File: src/rtl/cmf_pkg.sv
// ----------------------------------------------------------------------------
// cmf_pkg
// Shared constants, types and helpers for the cube map face and uv block.
// ----------------------------------------------------------------------------
`timescale 1ns / 1ps
`default_nettype none

package cmf_pkg;

  localparam int DIR_W       = 16;
  localparam int COORD_W     = 17;
  localparam int COMP_BITS   = 16;
  localparam int FRAC_BITS   = 16;

  localparam int MAG_W       = COMP_BITS;
  localparam int NUM_W       = COMP_BITS + 1;
  localparam int SUM_W       = COMP_BITS + 2;
  localparam int QUO_W       = FRAC_BITS + 1;
  localparam int STAGES      = FRAC_BITS + 1;
  localparam int QUEUE_DEPTH = 2;
  localparam int PTR_W       = (QUEUE_DEPTH > 1) ? $clog2(QUEUE_DEPTH) : 1;
  localparam int CNT_W       = $clog2(QUEUE_DEPTH + 1);

  typedef enum logic [2:0] {
    FACE_POS_X = 3'd0,
    FACE_POS_Y = 3'd1,
    FACE_POS_Z = 3'd2,
    FACE_NEG_X = 3'd3,
    FACE_NEG_Y = 3'd4,
    FACE_NEG_Z = 3'd5
  } face_t;

  typedef struct packed {
    face_t            face;
    logic             zero;
    logic [NUM_W-1:0] num_u;
    logic [NUM_W-1:0] num_v;
    logic [NUM_W-1:0] den;
  } cmf_item_t;

  // sign extend the low COMP_BITS bits of a port value by one bit
  function automatic logic signed [COMP_BITS:0] sext_comp(input logic [DIR_W-1:0] raw);
    logic [COMP_BITS-1:0] low;
    low = raw[COMP_BITS-1:0];
    return $signed({low[COMP_BITS-1], low});
  endfunction

endpackage

`default_nettype wire

File: src/rtl/cube_map_face_uv_core.sv
// ----------------------------------------------------------------------------
// cube_map_face_uv_core
// Cube map face selection and fixed point texture coordinates.
//
// An item is a signed direction (dir_x, dir_y, dir_z). It is taken at a
// rising edge with start high and busy low. Each item gives one result:
// face, tex_u, tex_v (unsigned, FRAC_BITS fraction bits, 0 to 1.0) and
// zero_vector, shown for exactly one cycle with done high.
// An item is registered in the classifying front, then in the item queue,
// then in each stage of the divider pipeline, which yields one quotient
// bit of u and v per stage. A new item may be taken every cycle, so busy
// stays low in normal use; it rises only if the queue between front and
// divider fills.
// The receiver cannot stall; results are never held. Synchronous reset
// drops all items in flight and leaves the block ready.
// ----------------------------------------------------------------------------
`timescale 1ns / 1ps
`default_nettype none

module cube_map_face_uv_core (
  input  logic                        clk,
  input  logic                        rst,
  input  logic                        start,
  output logic                        busy,
  input  logic [cmf_pkg::DIR_W-1:0]   dir_x,
  input  logic [cmf_pkg::DIR_W-1:0]   dir_y,
  input  logic [cmf_pkg::DIR_W-1:0]   dir_z,
  output logic                        done,
  output logic [2:0]                  face,
  output logic [cmf_pkg::COORD_W-1:0] tex_u,
  output logic [cmf_pkg::COORD_W-1:0] tex_v,
  output logic                        zero_vector
);
  import cmf_pkg::*;

  cmf_item_t front_item, back_item;
  logic      front_valid, front_ready;
  logic      back_valid, back_ready;

  cmf_front u_front (
    .clk        (clk),
    .rst        (rst),
    .start      (start),
    .dir_x      (dir_x),
    .dir_y      (dir_y),
    .dir_z      (dir_z),
    .busy       (busy),
    .item_valid (front_valid),
    .item_ready (front_ready),
    .item       (front_item)
  );

  cmf_queue u_queue (
    .clk        (clk),
    .rst        (rst),
    .push_valid (front_valid),
    .push_ready (front_ready),
    .push_item  (front_item),
    .pop_valid  (back_valid),
    .pop_ready  (back_ready),
    .pop_item   (back_item)
  );

  cmf_back u_back (
    .clk         (clk),
    .rst         (rst),
    .item_valid  (back_valid),
    .item_ready  (back_ready),
    .item        (back_item),
    .done        (done),
    .face        (face),
    .tex_u       (tex_u),
    .tex_v       (tex_v),
    .zero_vector (zero_vector)
  );

  // the divider never stalls, so the queue never fills
  a_never_busy: assert property (@(posedge clk) disable iff (rst)
    !busy)
    else $error("busy raised although the divider never stalls");

  a_zero_result: assert property (@(posedge clk) disable iff (rst)
    done && zero_vector |-> face == FACE_NEG_X && tex_u == '0 && tex_v == '0)
    else $error("zero vector result is not face 3 with zero coordinates");

  a_coord_range: assert property (@(posedge clk) disable iff (rst)
    done |-> tex_u <= (COORD_W'(1) << FRAC_BITS) && tex_v <= (COORD_W'(1) << FRAC_BITS))
    else $error("coordinate above 1.0");

  a_face_range: assert property (@(posedge clk) disable iff (rst)
    done |-> face <= FACE_NEG_Z)
    else $error("face code out of range");

endmodule

`default_nettype wire

File: src/rtl/cmf_front.sv
// ----------------------------------------------------------------------------
// cmf_front
// Accepts a direction, picks the major axis and face, and forms the
// numerators and denominator of both coordinates.
// ----------------------------------------------------------------------------
`timescale 1ns / 1ps
`default_nettype none

module cmf_front (
  input  logic                      clk,
  input  logic                      rst,
  input  logic                      start,
  input  logic [cmf_pkg::DIR_W-1:0] dir_x,
  input  logic [cmf_pkg::DIR_W-1:0] dir_y,
  input  logic [cmf_pkg::DIR_W-1:0] dir_z,
  output logic                      busy,
  output logic                      item_valid,
  input  logic                      item_ready,
  output cmf_pkg::cmf_item_t        item
);
  import cmf_pkg::*;

  logic signed [COMP_BITS:0] sx, sy, sz;
  logic signed [COMP_BITS:0] nx, ny, nz;
  logic [MAG_W-1:0]          ax, ay, az, mag;
  logic signed [SUM_W-1:0]   xs, yns, zs, uc, vc, mag_s, sum_u, sum_v;
  face_t                     face_sel;
  logic                      is_zero;
  logic                      take;
  cmf_item_t                 item_next;

  always_comb begin
    sx = sext_comp(dir_x);
    sy = sext_comp(dir_y);
    sz = sext_comp(dir_z);
    nx = -sx;
    ny = -sy;
    nz = -sz;
    ax = sx[COMP_BITS] ? nx[MAG_W-1:0] : sx[MAG_W-1:0];
    ay = sy[COMP_BITS] ? ny[MAG_W-1:0] : sy[MAG_W-1:0];
    az = sz[COMP_BITS] ? nz[MAG_W-1:0] : sz[MAG_W-1:0];

    // ties go to x, then y
    if (ax >= ay && ax >= az) begin
      mag      = ax;
      face_sel = sx[COMP_BITS] ? FACE_NEG_X : FACE_POS_X;
    end else if (ay >= az) begin
      mag      = ay;
      face_sel = sy[COMP_BITS] ? FACE_NEG_Y : FACE_POS_Y;
    end else begin
      mag      = az;
      face_sel = sz[COMP_BITS] ? FACE_NEG_Z : FACE_POS_Z;
    end
    is_zero = (mag == '0);
    if (is_zero) begin
      face_sel = FACE_NEG_X;
    end

    xs    = {sx[COMP_BITS], sx};
    yns   = -{sy[COMP_BITS], sy};
    zs    = {sz[COMP_BITS], sz};
    mag_s = {2'b00, mag};

    unique case (face_sel)
      FACE_POS_X: begin uc = -zs; vc = yns; end
      FACE_POS_Y: begin uc = xs;  vc = -zs; end
      FACE_POS_Z: begin uc = xs;  vc = yns; end
      FACE_NEG_X: begin uc = zs;  vc = yns; end
      FACE_NEG_Y: begin uc = xs;  vc = -zs; end
      default:    begin uc = -xs; vc = yns; end
    endcase

    sum_u = uc + mag_s;
    sum_v = vc + mag_s;

    item_next.face = face_sel;
    item_next.zero = is_zero;
    if (is_zero) begin
      // zero numerators over a unit denominator give zero coordinates
      item_next.num_u = '0;
      item_next.num_v = '0;
      item_next.den   = NUM_W'(1);
    end else begin
      item_next.num_u = sum_u[NUM_W-1:0];
      item_next.num_v = sum_v[NUM_W-1:0];
      item_next.den   = {mag, 1'b0};
    end
  end

  assign busy = item_valid && !item_ready;
  assign take = start && !busy;

  always_ff @(posedge clk) begin
    if (rst) begin
      item_valid <= 1'b0;
    end else if (take) begin
      item_valid <= 1'b1;
    end else if (item_ready) begin
      item_valid <= 1'b0;
    end
  end

  always_ff @(posedge clk) begin
    if (take) begin
      item <= item_next;
    end
  end

endmodule

`default_nettype wire

File: src/rtl/cmf_queue.sv
// ----------------------------------------------------------------------------
// cmf_queue
// Small item queue between the classifying front and the divider back.
// ----------------------------------------------------------------------------
`timescale 1ns / 1ps
`default_nettype none

module cmf_queue (
  input  logic               clk,
  input  logic               rst,
  input  logic               push_valid,
  output logic               push_ready,
  input  cmf_pkg::cmf_item_t push_item,
  output logic               pop_valid,
  input  logic               pop_ready,
  output cmf_pkg::cmf_item_t pop_item
);
  import cmf_pkg::*;

  cmf_item_t        entries [QUEUE_DEPTH];
  logic [PTR_W-1:0] wr_ptr, rd_ptr;
  logic [CNT_W-1:0] count;
  logic             push, pop;

  assign push_ready = (count != CNT_W'(QUEUE_DEPTH));
  assign pop_valid  = (count != '0);
  assign push       = push_valid && push_ready;
  assign pop        = pop_valid && pop_ready;
  assign pop_item   = entries[rd_ptr];

  always_ff @(posedge clk) begin
    if (rst) begin
      wr_ptr <= '0;
      rd_ptr <= '0;
      count  <= '0;
    end else begin
      if (push) begin
        wr_ptr <= (wr_ptr == PTR_W'(QUEUE_DEPTH - 1)) ? '0 : wr_ptr + 1'b1;
      end
      if (pop) begin
        rd_ptr <= (rd_ptr == PTR_W'(QUEUE_DEPTH - 1)) ? '0 : rd_ptr + 1'b1;
      end
      if (push && !pop) begin
        count <= count + 1'b1;
      end else if (pop && !push) begin
        count <= count - 1'b1;
      end
    end
  end

  always_ff @(posedge clk) begin
    if (push) begin
      entries[wr_ptr] <= push_item;
    end
  end

endmodule

`default_nettype wire

File: src/rtl/cmf_back.sv
// ----------------------------------------------------------------------------
// cmf_back
// Pipelined restoring divider, one quotient bit per stage, for u and v.
// ----------------------------------------------------------------------------
`timescale 1ns / 1ps
`default_nettype none

module cmf_back (
  input  logic                        clk,
  input  logic                        rst,
  input  logic                        item_valid,
  output logic                        item_ready,
  input  cmf_pkg::cmf_item_t          item,
  output logic                        done,
  output logic [2:0]                  face,
  output logic [cmf_pkg::COORD_W-1:0] tex_u,
  output logic [cmf_pkg::COORD_W-1:0] tex_v,
  output logic                        zero_vector
);
  import cmf_pkg::*;

  typedef struct packed {
    logic             bit_out;
    logic [NUM_W-1:0] rem;
  } step_t;

  function automatic step_t div_step(input logic [NUM_W:0] trial,
                                     input logic [NUM_W-1:0] den_in);
    step_t      res;
    logic [NUM_W:0] diff;
    diff = trial - {1'b0, den_in};
    res.bit_out = (trial >= {1'b0, den_in});
    res.rem     = res.bit_out ? diff[NUM_W-1:0] : trial[NUM_W-1:0];
    return res;
  endfunction

  logic [STAGES-1:0] vld;
  face_t             fc    [STAGES];
  logic              zr    [STAGES];
  logic [NUM_W-1:0]  den   [STAGES];
  logic [NUM_W-1:0]  rem_u [STAGES];
  logic [NUM_W-1:0]  rem_v [STAGES];
  logic [QUO_W-1:0]  quo_u [STAGES];
  logic [QUO_W-1:0]  quo_v [STAGES];
  step_t             st_u  [STAGES];
  step_t             st_v  [STAGES];

  assign item_ready = 1'b1;

  always_ff @(posedge clk) begin
    if (rst) begin
      vld <= '0;
    end else begin
      vld <= {vld[STAGES-2:0], item_valid};
    end
  end

  // integer bit of the quotient
  assign st_u[0] = div_step({1'b0, item.num_u}, item.den);
  assign st_v[0] = div_step({1'b0, item.num_v}, item.den);

  always_ff @(posedge clk) begin
    fc[0]    <= item.face;
    zr[0]    <= item.zero;
    den[0]   <= item.den;
    rem_u[0] <= st_u[0].rem;
    rem_v[0] <= st_v[0].rem;
    quo_u[0] <= QUO_W'(st_u[0].bit_out);
    quo_v[0] <= QUO_W'(st_v[0].bit_out);
  end

  // fraction bits
  for (genvar k = 1; k < STAGES; k++) begin : g_stage
    assign st_u[k] = div_step({rem_u[k-1], 1'b0}, den[k-1]);
    assign st_v[k] = div_step({rem_v[k-1], 1'b0}, den[k-1]);

    always_ff @(posedge clk) begin
      fc[k]    <= fc[k-1];
      zr[k]    <= zr[k-1];
      den[k]   <= den[k-1];
      rem_u[k] <= st_u[k].rem;
      rem_v[k] <= st_v[k].rem;
      quo_u[k] <= {quo_u[k-1][QUO_W-2:0], st_u[k].bit_out};
      quo_v[k] <= {quo_v[k-1][QUO_W-2:0], st_v[k].bit_out};
    end
  end

  assign done        = vld[STAGES-1];
  assign face        = fc[STAGES-1];
  assign zero_vector = zr[STAGES-1];
  assign tex_u       = COORD_W'(quo_u[STAGES-1]);
  assign tex_v       = COORD_W'(quo_v[STAGES-1]);

endmodule

`default_nettype wire

File: config.mk
export PLATFORM = sky130hd
export DESIGN_NAME = cube_map_face_uv_core
export DESIGN_NICKNAME = d
export VERILOG_FILES = /design/src/rtl/cmf_pkg.sv /design/src/rtl/cube_map_face_uv_core.sv /design/src/rtl/cmf_front.sv /design/src/rtl/cmf_queue.sv /design/src/rtl/cmf_back.sv
export SDC_FILE = /design/constraint.sdc
export NUM_CORES = 2
export LEC_CHECK = 0
export BUFFER_PORTS_ARGS = -buffer_cell sky130_fd_sc_hd__buf_4
export CAP_MARGIN = 20
export CORE_MARGIN = 4
export CORE_UTILIZATION = 25
export CTS_BUF_LIST = sky130_fd_sc_hd__clkbuf_8
export CTS_CLUSTER_SIZE = 28
export DETAILED_ROUTE_END_ITERATION = 12
export GPL_TIMING_DRIVEN = 0
export PLACE_DENSITY_LB_ADDON = 0.25
export SLEW_MARGIN = 20
export SYNTH_ARGS = -nofsm -noshare
export SYNTH_HDL_FRONTEND = slang
export SYNTH_SLANG_ARGS = --single-unit
File: constraint.sdc
create_clock -name clk -period 9.15 [get_ports clk]
set_clock_uncertainty 0.2 [all_clocks]
set_input_delay 0.4575 -clock clk [delete_from_list [all_inputs] [get_ports clk]]
set_output_delay 0.4575 -clock clk [all_outputs]
set_load 0.02 [all_outputs]
* After elaboration in Yosys (flattened, before gate mapping)
Memory sizes are Yosys's and may differ from the RTL's. A register that Yosys moved wholly into a read port is not among the register bits. Cells that the tools add are included.
Word-level totals: logic and storage cells 182, register bits 77, input port bits 51, output and inout bits 40, memories 8, bits in writable memories 1623
Memory list:
- u_back.den | depth 17, width 17, read ports 16, clocked after Yosys merged registers in 0, wr ports 17, line cmf_back.sv:40 | logic [NUM_W-1:0] den [STAGES];
- u_back.quo_u | depth 17, width 17, read ports 17, clocked after Yosys merged registers in 0, wr ports 17, line cmf_back.sv:43 | logic [QUO_W-1:0] quo_u [STAGES];
- u_back.quo_v | depth 17, width 17, read ports 17, clocked after Yosys merged registers in 0, wr ports 17, line cmf_back.sv:44 | logic [QUO_W-1:0] quo_v [STAGES];
- u_back.rem_u | depth 17, width 17, read ports 16, clocked after Yosys merged registers in 0, wr ports 17, line cmf_back.sv:41 | logic [NUM_W-1:0] rem_u [STAGES];
- u_back.rem_v | depth 17, width 17, read ports 16, clocked after Yosys merged registers in 0, wr ports 17, line cmf_back.sv:42 | logic [NUM_W-1:0] rem_v [STAGES];
- u_queue.entries | depth 2, width 55, read ports 1, clocked after Yosys merged registers in 1, wr ports 1, line cmf_queue.sv:20 | cmf_item_t entries [QUEUE_DEPTH];
- +2 memories
Cells by class: muxes and demuxes 58, add/subtract/negate cells 46, $lt $le $gt $ge 37, reduce and logical (&&, ||, !) cells 17, eq/ne operators 5
Operators by type and width (number):
- 2-to-1 mux 17 bit | 35
- subtractor 17 bit | 34
- >= comparator 18 x 17 -> 1 bit | 32
- 2-to-1 mux 16 bit | 5
- one-hot mux 17 bit (3 select lines) | 1
- >= comparator 16 bit | 3
- negation 16 bit | 3
- adder 17 bit | 2
- >= comparator 17 bit | 2
- negation 16 -> 17 bit | 2
- negation 17 bit | 1
- logical NOT 16 bit | 1
- 2-to-1 mux 3 bit | 5
- 2-to-1 mux 1 bit | 9
- == test 3 x 2 -> 1 bit, second input constant | 2
- logical AND 1 bit | 6
- 2-to-1 mux 2 bit | 3
- nonzero test 2 bit | 3
- logical NOT 1 bit | 4
- == test 3 x 1 -> 1 bit, second input constant | 1
- == test 3 bit, second input constant | 1
- logical NOT 3 bit | 1
- OR reduction 3 bit | 1
- adder 1 bit, second input constant | 2
- 4 further kinds | 4

* Longest topological paths before layout
word-level depth 11, mapped depth 35, mapped depth without buffers 33

* Cells and area by module
A second synthesis with hierarchy kept.
Unflattened totals: cell total of the unflattened synthesis 7179, area total of the unflattened synthesis 68705.9 um2
Modules (own cells, without submodules):
- cmf_back | seq. area each 24163.2 um2, cells each 6080, times used 1, area each 57187.3 um2
- cmf_front | seq. area each 1641.6 um2, cells each 904, times used 1, area each 7330.8 um2
- cmf_queue | seq. area each 3403.3 um2, cells each 195, times used 1, area each 4187.8 um2

* Least setup slack after synthesis
Ideal clock, no wire load.
path kind in2reg, start point input dir_z[2] in the netlist's numbering, end point register u_front.item[49] in the netlist's numbering, data pin, path slack 2277 ps, data arrival time 6412 ps, stages on the path 32, setup time 261 ps, path buffers 5, required time 8689 ps, cells stage by stage buf_2 > or4_1 > clkbuf_1 > or2_1 > buf_6 > or3_1 > nor3_1 > ha_1 > inv_1 > ha_1 > and4_1 > a221oi_1 > nand2b_1 > buf_2 > mux2i_4 > a21oi_4 > inv_2 > buf_2 > nor2_1 > nor2_1 > o22a_1 > ha_1 > a21o_1 > a21o_1 > a21oi_1 > o21ai_0 > a311oi_1 > o21bai_1 > a21oi_1 > o21ai_0 > o21a_1 > o311a_1
On the way: word-level cells in the longest chain between the ends 11, elaborated cells between the ends (all ways) 20, classes of those cells 3 x add/sub; 2 x order compare; 4 x eq/ne; 7 x mux; 4 x reduce/logical
RTL lines:
- start: declaration | line cube_map_face_uv_core.sv:27 | input logic [cmf_pkg::DIR_W-1:0] dir_z,
- negation 16 bit | line cmf_front.sv:38 | nz = -sz;
- 2-to-1 mux 16 bit | line cmf_front.sv:41 | az = sz[COMP_BITS] ? nz[MAG_W-1:0] : sz[MAG_W-1:0];
- >= comparator 16 bit, on equally long branches | line cmf_front.sv:47, cmf_front.sv:44
- 2-to-1 mux 16 bit / logical AND 1 bit (equally long branches) | line cmf_front.sv:47, cmf_front.sv:44
- 2-to-1 mux 16 bit | line cmf_front.sv:44 | if (ax >= ay && ax >= az) begin
- logical NOT 16 bit | line cmf_front.sv:54 | is_zero = (mag == '0);
- 2-to-1 mux 3 bit | line cmf_front.sv:55 | if (is_zero) begin
- == test 3 x 2 -> 1 bit (tied with other cells) | line cmf_front.sv:64 | unique case (face_sel)
- OR reduction 3 bit (no source line)
- one-hot mux 17 bit (3 select lines) | line cmf_front.sv:64
- adder 17 bit | line cmf_front.sv:73 | sum_u = uc + mag_s;
- end signal: assignment | line cmf_front.sv:105 | item <= item_next;
- end: declaration | line cmf_front.sv:19 | output cmf_pkg::cmf_item_t item
Several ways; a longest one is shown, not always the timed one. A chain may end at the register's enable or synchronous reset.

* Worst setup path after layout
start point input dir_z[0] in the netlist's numbering, end point register u_front.item[50] in the netlist's numbering, data pin
On the way: word-level cells in the longest chain between the ends 11, elaborated cells between the ends (all ways) 20, classes of those cells 3 x add/sub; 2 x order compare; 4 x eq/ne; 7 x mux; 4 x reduce/logical
RTL lines:
- negation 16 bit | line cmf_front.sv:38
- 2-to-1 mux 16 bit (*) | line cmf_front.sv:41
- >= comparator 16 bit, on equally long branches | line cmf_front.sv:47, cmf_front.sv:44
- 2-to-1 mux 16 bit / logical AND 1 bit (equally long branches) | line cmf_front.sv:47, cmf_front.sv:44
- 2-to-1 mux 16 bit (*) | line cmf_front.sv:44
- via u_front.mag[0] | line cmf_front.sv:25 | logic [MAG_W-1:0] ax, ay, az, mag;
- logical NOT 16 bit | line cmf_front.sv:54
- 2-to-1 mux 3 bit | line cmf_front.sv:55
- == test 3 x 2 -> 1 bit (tied with other cells) | line cmf_front.sv:64
- OR reduction 3 bit (no source line)
- one-hot mux 17 bit (3 select lines) | line cmf_front.sv:64
- adder 17 bit | line cmf_front.sv:73
The timed path passes the listed nets; every way through them passes the cells marked *.

==> summary.md <==
| Metric | Value |
|---|---|
| Setup ws final | between 500 and 600 ps |
| Worst-path fanout max | 10 |
| Drt first pass iters | 6 |
| Synthesized cell area | about 66000 µm² |
| Residual DRC | 0 |
| Vias in the first global route | approximately 48000 |
| Nets | 7874 |
| TritonCTS clock tree | done |
| Die area | between 200000 and 300000 µm² |
| WS Path Type | in -> reg |
| Top_reg_cell synth | dfxtp_1 |
| CP required | between 9000 and 10000 ps |
| Max-slew headroom | 0.2981 |
| Die extent in y | about 520 µm |
| Final Wtd Congestion | about 0.91 |
| DRT antenna net count | 0 |
| Yosys warnings | 0 |
| Final HPWL DP | ~150000 µm |
| Area of the multi-input gates | 34900 µm² |
| Initial antenna violation count | 9 |
| Max Fclk | about 120 MHz |
| Die Wd | between 500 and 600 µm |
| Via density | around 4.5 |
| Drt wl/cell | 17.22 µm |
| Register area | around 29000 µm² |
| Hold/Removal Path Class | reg -> reg |
| Htree depth | 4 |
| Total wire length | between 150000 and 200000 µm |
| Std cell rows | 189 |
| Max-cap check violation count | 0 |
| Synth Instances | 6804 |
| CP dominant cell by count | o21ai_0 |
| Worst endpoint data arrival time | between 9000 and 10000 ps |
| Min Tclk post-route | between 8000 and 9000 ps |
| Syn avg cell area | 9.772 µm² |
| Max Slew Vio Count | 0 |
| Slew at the pin closest to its max-slew limit | between 1000 and 1500 ps |
| Synth top area share | 0.3604 |
| GR Util All Layers | 0.1328 |
| GRT overflow | 0 |
| Clock tree buffer depth | 3 |
| Status | complete, no violations |
| Detailed router's first-iteration violation count | around 3300 |
| Core footprint | 264900 µm² |
| Cells after DPL | approximately 10000 |
| Setup violators final | 0 |
| Largest net degree at the start of global routing | 50 |
| Clock transition at path regs | 60 ps |
| Asr flop ratio synth | 0 |
| Final hold vios | 0 |
| Flops & latches, synth | approximately 1400 |
| Seq/Total Area, Yosys | 0.4336 |
| CP max stage cell | clkbuf_1 |
| Share of cells above drive strength 1 | 0.1192 |
| Layout area overhead | 16.06% |
| Main area contributors after synthesis | dfxtp_1, ha_1, edfxtp_1 |
| TritonCTS Buffers | about 230 |
| CTS sink cnt | 1359 |
| Synth unique cells | 89 |
| Final period util | 0.9447 |
| Critical path launch point type | input port |
| Clock Latency Late Sink | roughly 970 ps |
| RSZ-0062 raised after global routing | no |
| First-pass GRT wire length | about 280000 µm |
| Setup WS pre-CTS | -61.86 ps |
| Vias | between 40000 and 50000 |
| CP Capture Type | flop |
| Top Ports | roughly 90 |
| Syn_nets | 7549 |
| Initial core utilization | 0.2510 |
| EDFF count, synth | 162 |
| CTS root buffer | clkbuf_8 |
| IO buf count | 75 |
| Synth area leader | dfxtp_1 |
| Fin cells | roughly 11000 |
| Crit-path max cell delay | 600 ps |
| Number of fill cells | around 28000 |
## final cells by class
| type | count | area share |
|---|---|---|
| Timing Repair Buffer | 98 | 0.01154 |
| Clock buffer | 280 | 0.04994 |
| Inverter | 559 | 0.02719 |
| Tap cell | 3533 | 0.05728 |
| Buffer | 176 | 0.008999 |
| Antenna cell | 7 | 0.0002270 |
| Sequential cell | 1359 | 0.3736 |
| Clock inverter | 139 | 0.01902 |
| Multi-Input combinational cell | 4710 | 0.4522 |
## critical path, delay by kind of cell
kind	cells	cell delay [ps]
compound gates	14	2800
xor+xnor	1	480
fa+ha+maj	5	1250
buf+inv	9	2640
simple gates	6	1590
## flip-flops by register name, summed over array words and instances (netlist names), 9 cells and up, named ones only
register	cells
u_back.zr	9
u_back.vld	17
u_back.fc	51
u_back.quo_v	153
u_back.den	264
u_queue.entries	108
u_front.item	54
u_back.rem_v	272
u_back.rem_u	272
u_back.quo_u	153
## cells by family after synthesis
kind of cell / share of synthesized area
adders and majority gates: 0.1346
buffers and inverters: 0.04200
muxes: 0.06688
and+or+nand+nor: 0.1278
DFF: 0.4336
xor gates and xnor gates: 0.06437
AOI/OAI and AO/OA: 0.1308
## through the flow
step / util / area (µm²) / hold slack, ps / TNS (ps)
floorplan: - / 66490 / 109.6 / 0
global placement: 0.2699 / 71470 / 110.1 / -57.31
detailed placement: 0.2705 / 71650 / 112.1 / -79.85
CTS: 0.2913 / 77140 / 3.039 / 0
global route: 0.2913 / 77160 / 51.02 / 0
finish: 0.2914 / 77170 / 60.76 / 0
## cell usage after synthesis (all sizes together) (34+ instances only)
cell type / instances
a211oi: 48
and3: 48
a21oi: 403
o21ai: 372
or2: 36
xnor2: 314
nor2: 377
nand2: 491
nor3: 117
mux2i: 68
xor2: 173
and2: 38
a21boi: 44
o21a: 59
fa: 34
nand4: 108
inv: 557
nand3: 185
or3: 80
dfxtp: 1197
nor4: 52
mux2: 333
o21bai: 42
edfxtp: 162
clkbuf: 147
o211ai: 51
nor2b: 99
o31ai: 62
ha: 660
nand2b: 75
a21o: 99
## worst paths after layout
| check | slack (ps) | to | cells past startpoint | startpoint |
|---|---|---|---|---|
| hold / removal | 60 | u_back.quo_v[1][15] | 0 | u_back.quo_v[0][269] |
| setup / recovery | 510 | u_front.item[50] | 35 | dir_z[0] |
| setup reg to reg | 2510 | u_back.rem_v[0][11] | 17 | flop |
| hold reg to reg | 60 | u_back.quo_v[1][15] | 0 | u_back.quo_v[0][269] |
## layer usage
layer | up-vias | global-route usage | part of all wire
met4 | 0 | 0.04019 | 0.026
met2 | 1224 | 0.2174 | 0.46
met3 | 269 | 0.02180 | 0.049
met1 | 23199 | 0.1790 | 0.47
li1 | 24658 | - | -
met5 | - | 0 | 0
## layout by cell type, fill, tap and decap left out, types with 36 or more instances in the layout
cell	netlist	layout
dfxtp_1	1197	1197
ha_1	660	660
inv_1	555	609
nand2_1	491	491
a21oi_1	402	402
nor2_1	377	376
o21ai_0	349	349
mux2_2	332	332
xnor2_1	314	314
clkbuf_8	0	280
nand3_1	185	185
xor2_1	171	170
edfxtp_1	162	162
clkbuf_1	147	147
nor3_1	114	114
nand4_1	108	108
a21o_1	99	99
nor2b_1	99	98
or3_1	79	79
buf_4	1	76
nand2b_1	75	75
mux2i_1	67	67
o31ai_1	60	60
o21a_1	59	59
nor4_1	52	52
o211ai_1	51	51
a211oi_1	48	48
and3_1	48	47
a21boi_0	44	44
o21bai_1	42	42
clkinv_2	0	36
## timing repair
action / 4_1_cts / 5_1_grt
gates resized for setup: 0 / 1
hold buffers: 17 / 0
setup endpoints to repair: 0 / 1
hold endpoints to repair: 69 / 0
buffers inserted: 0 / 0
Power is left out: the tool's default activity adds up to more than one toggle a clock period on the data nets, which glitch-free logic cannot reach.
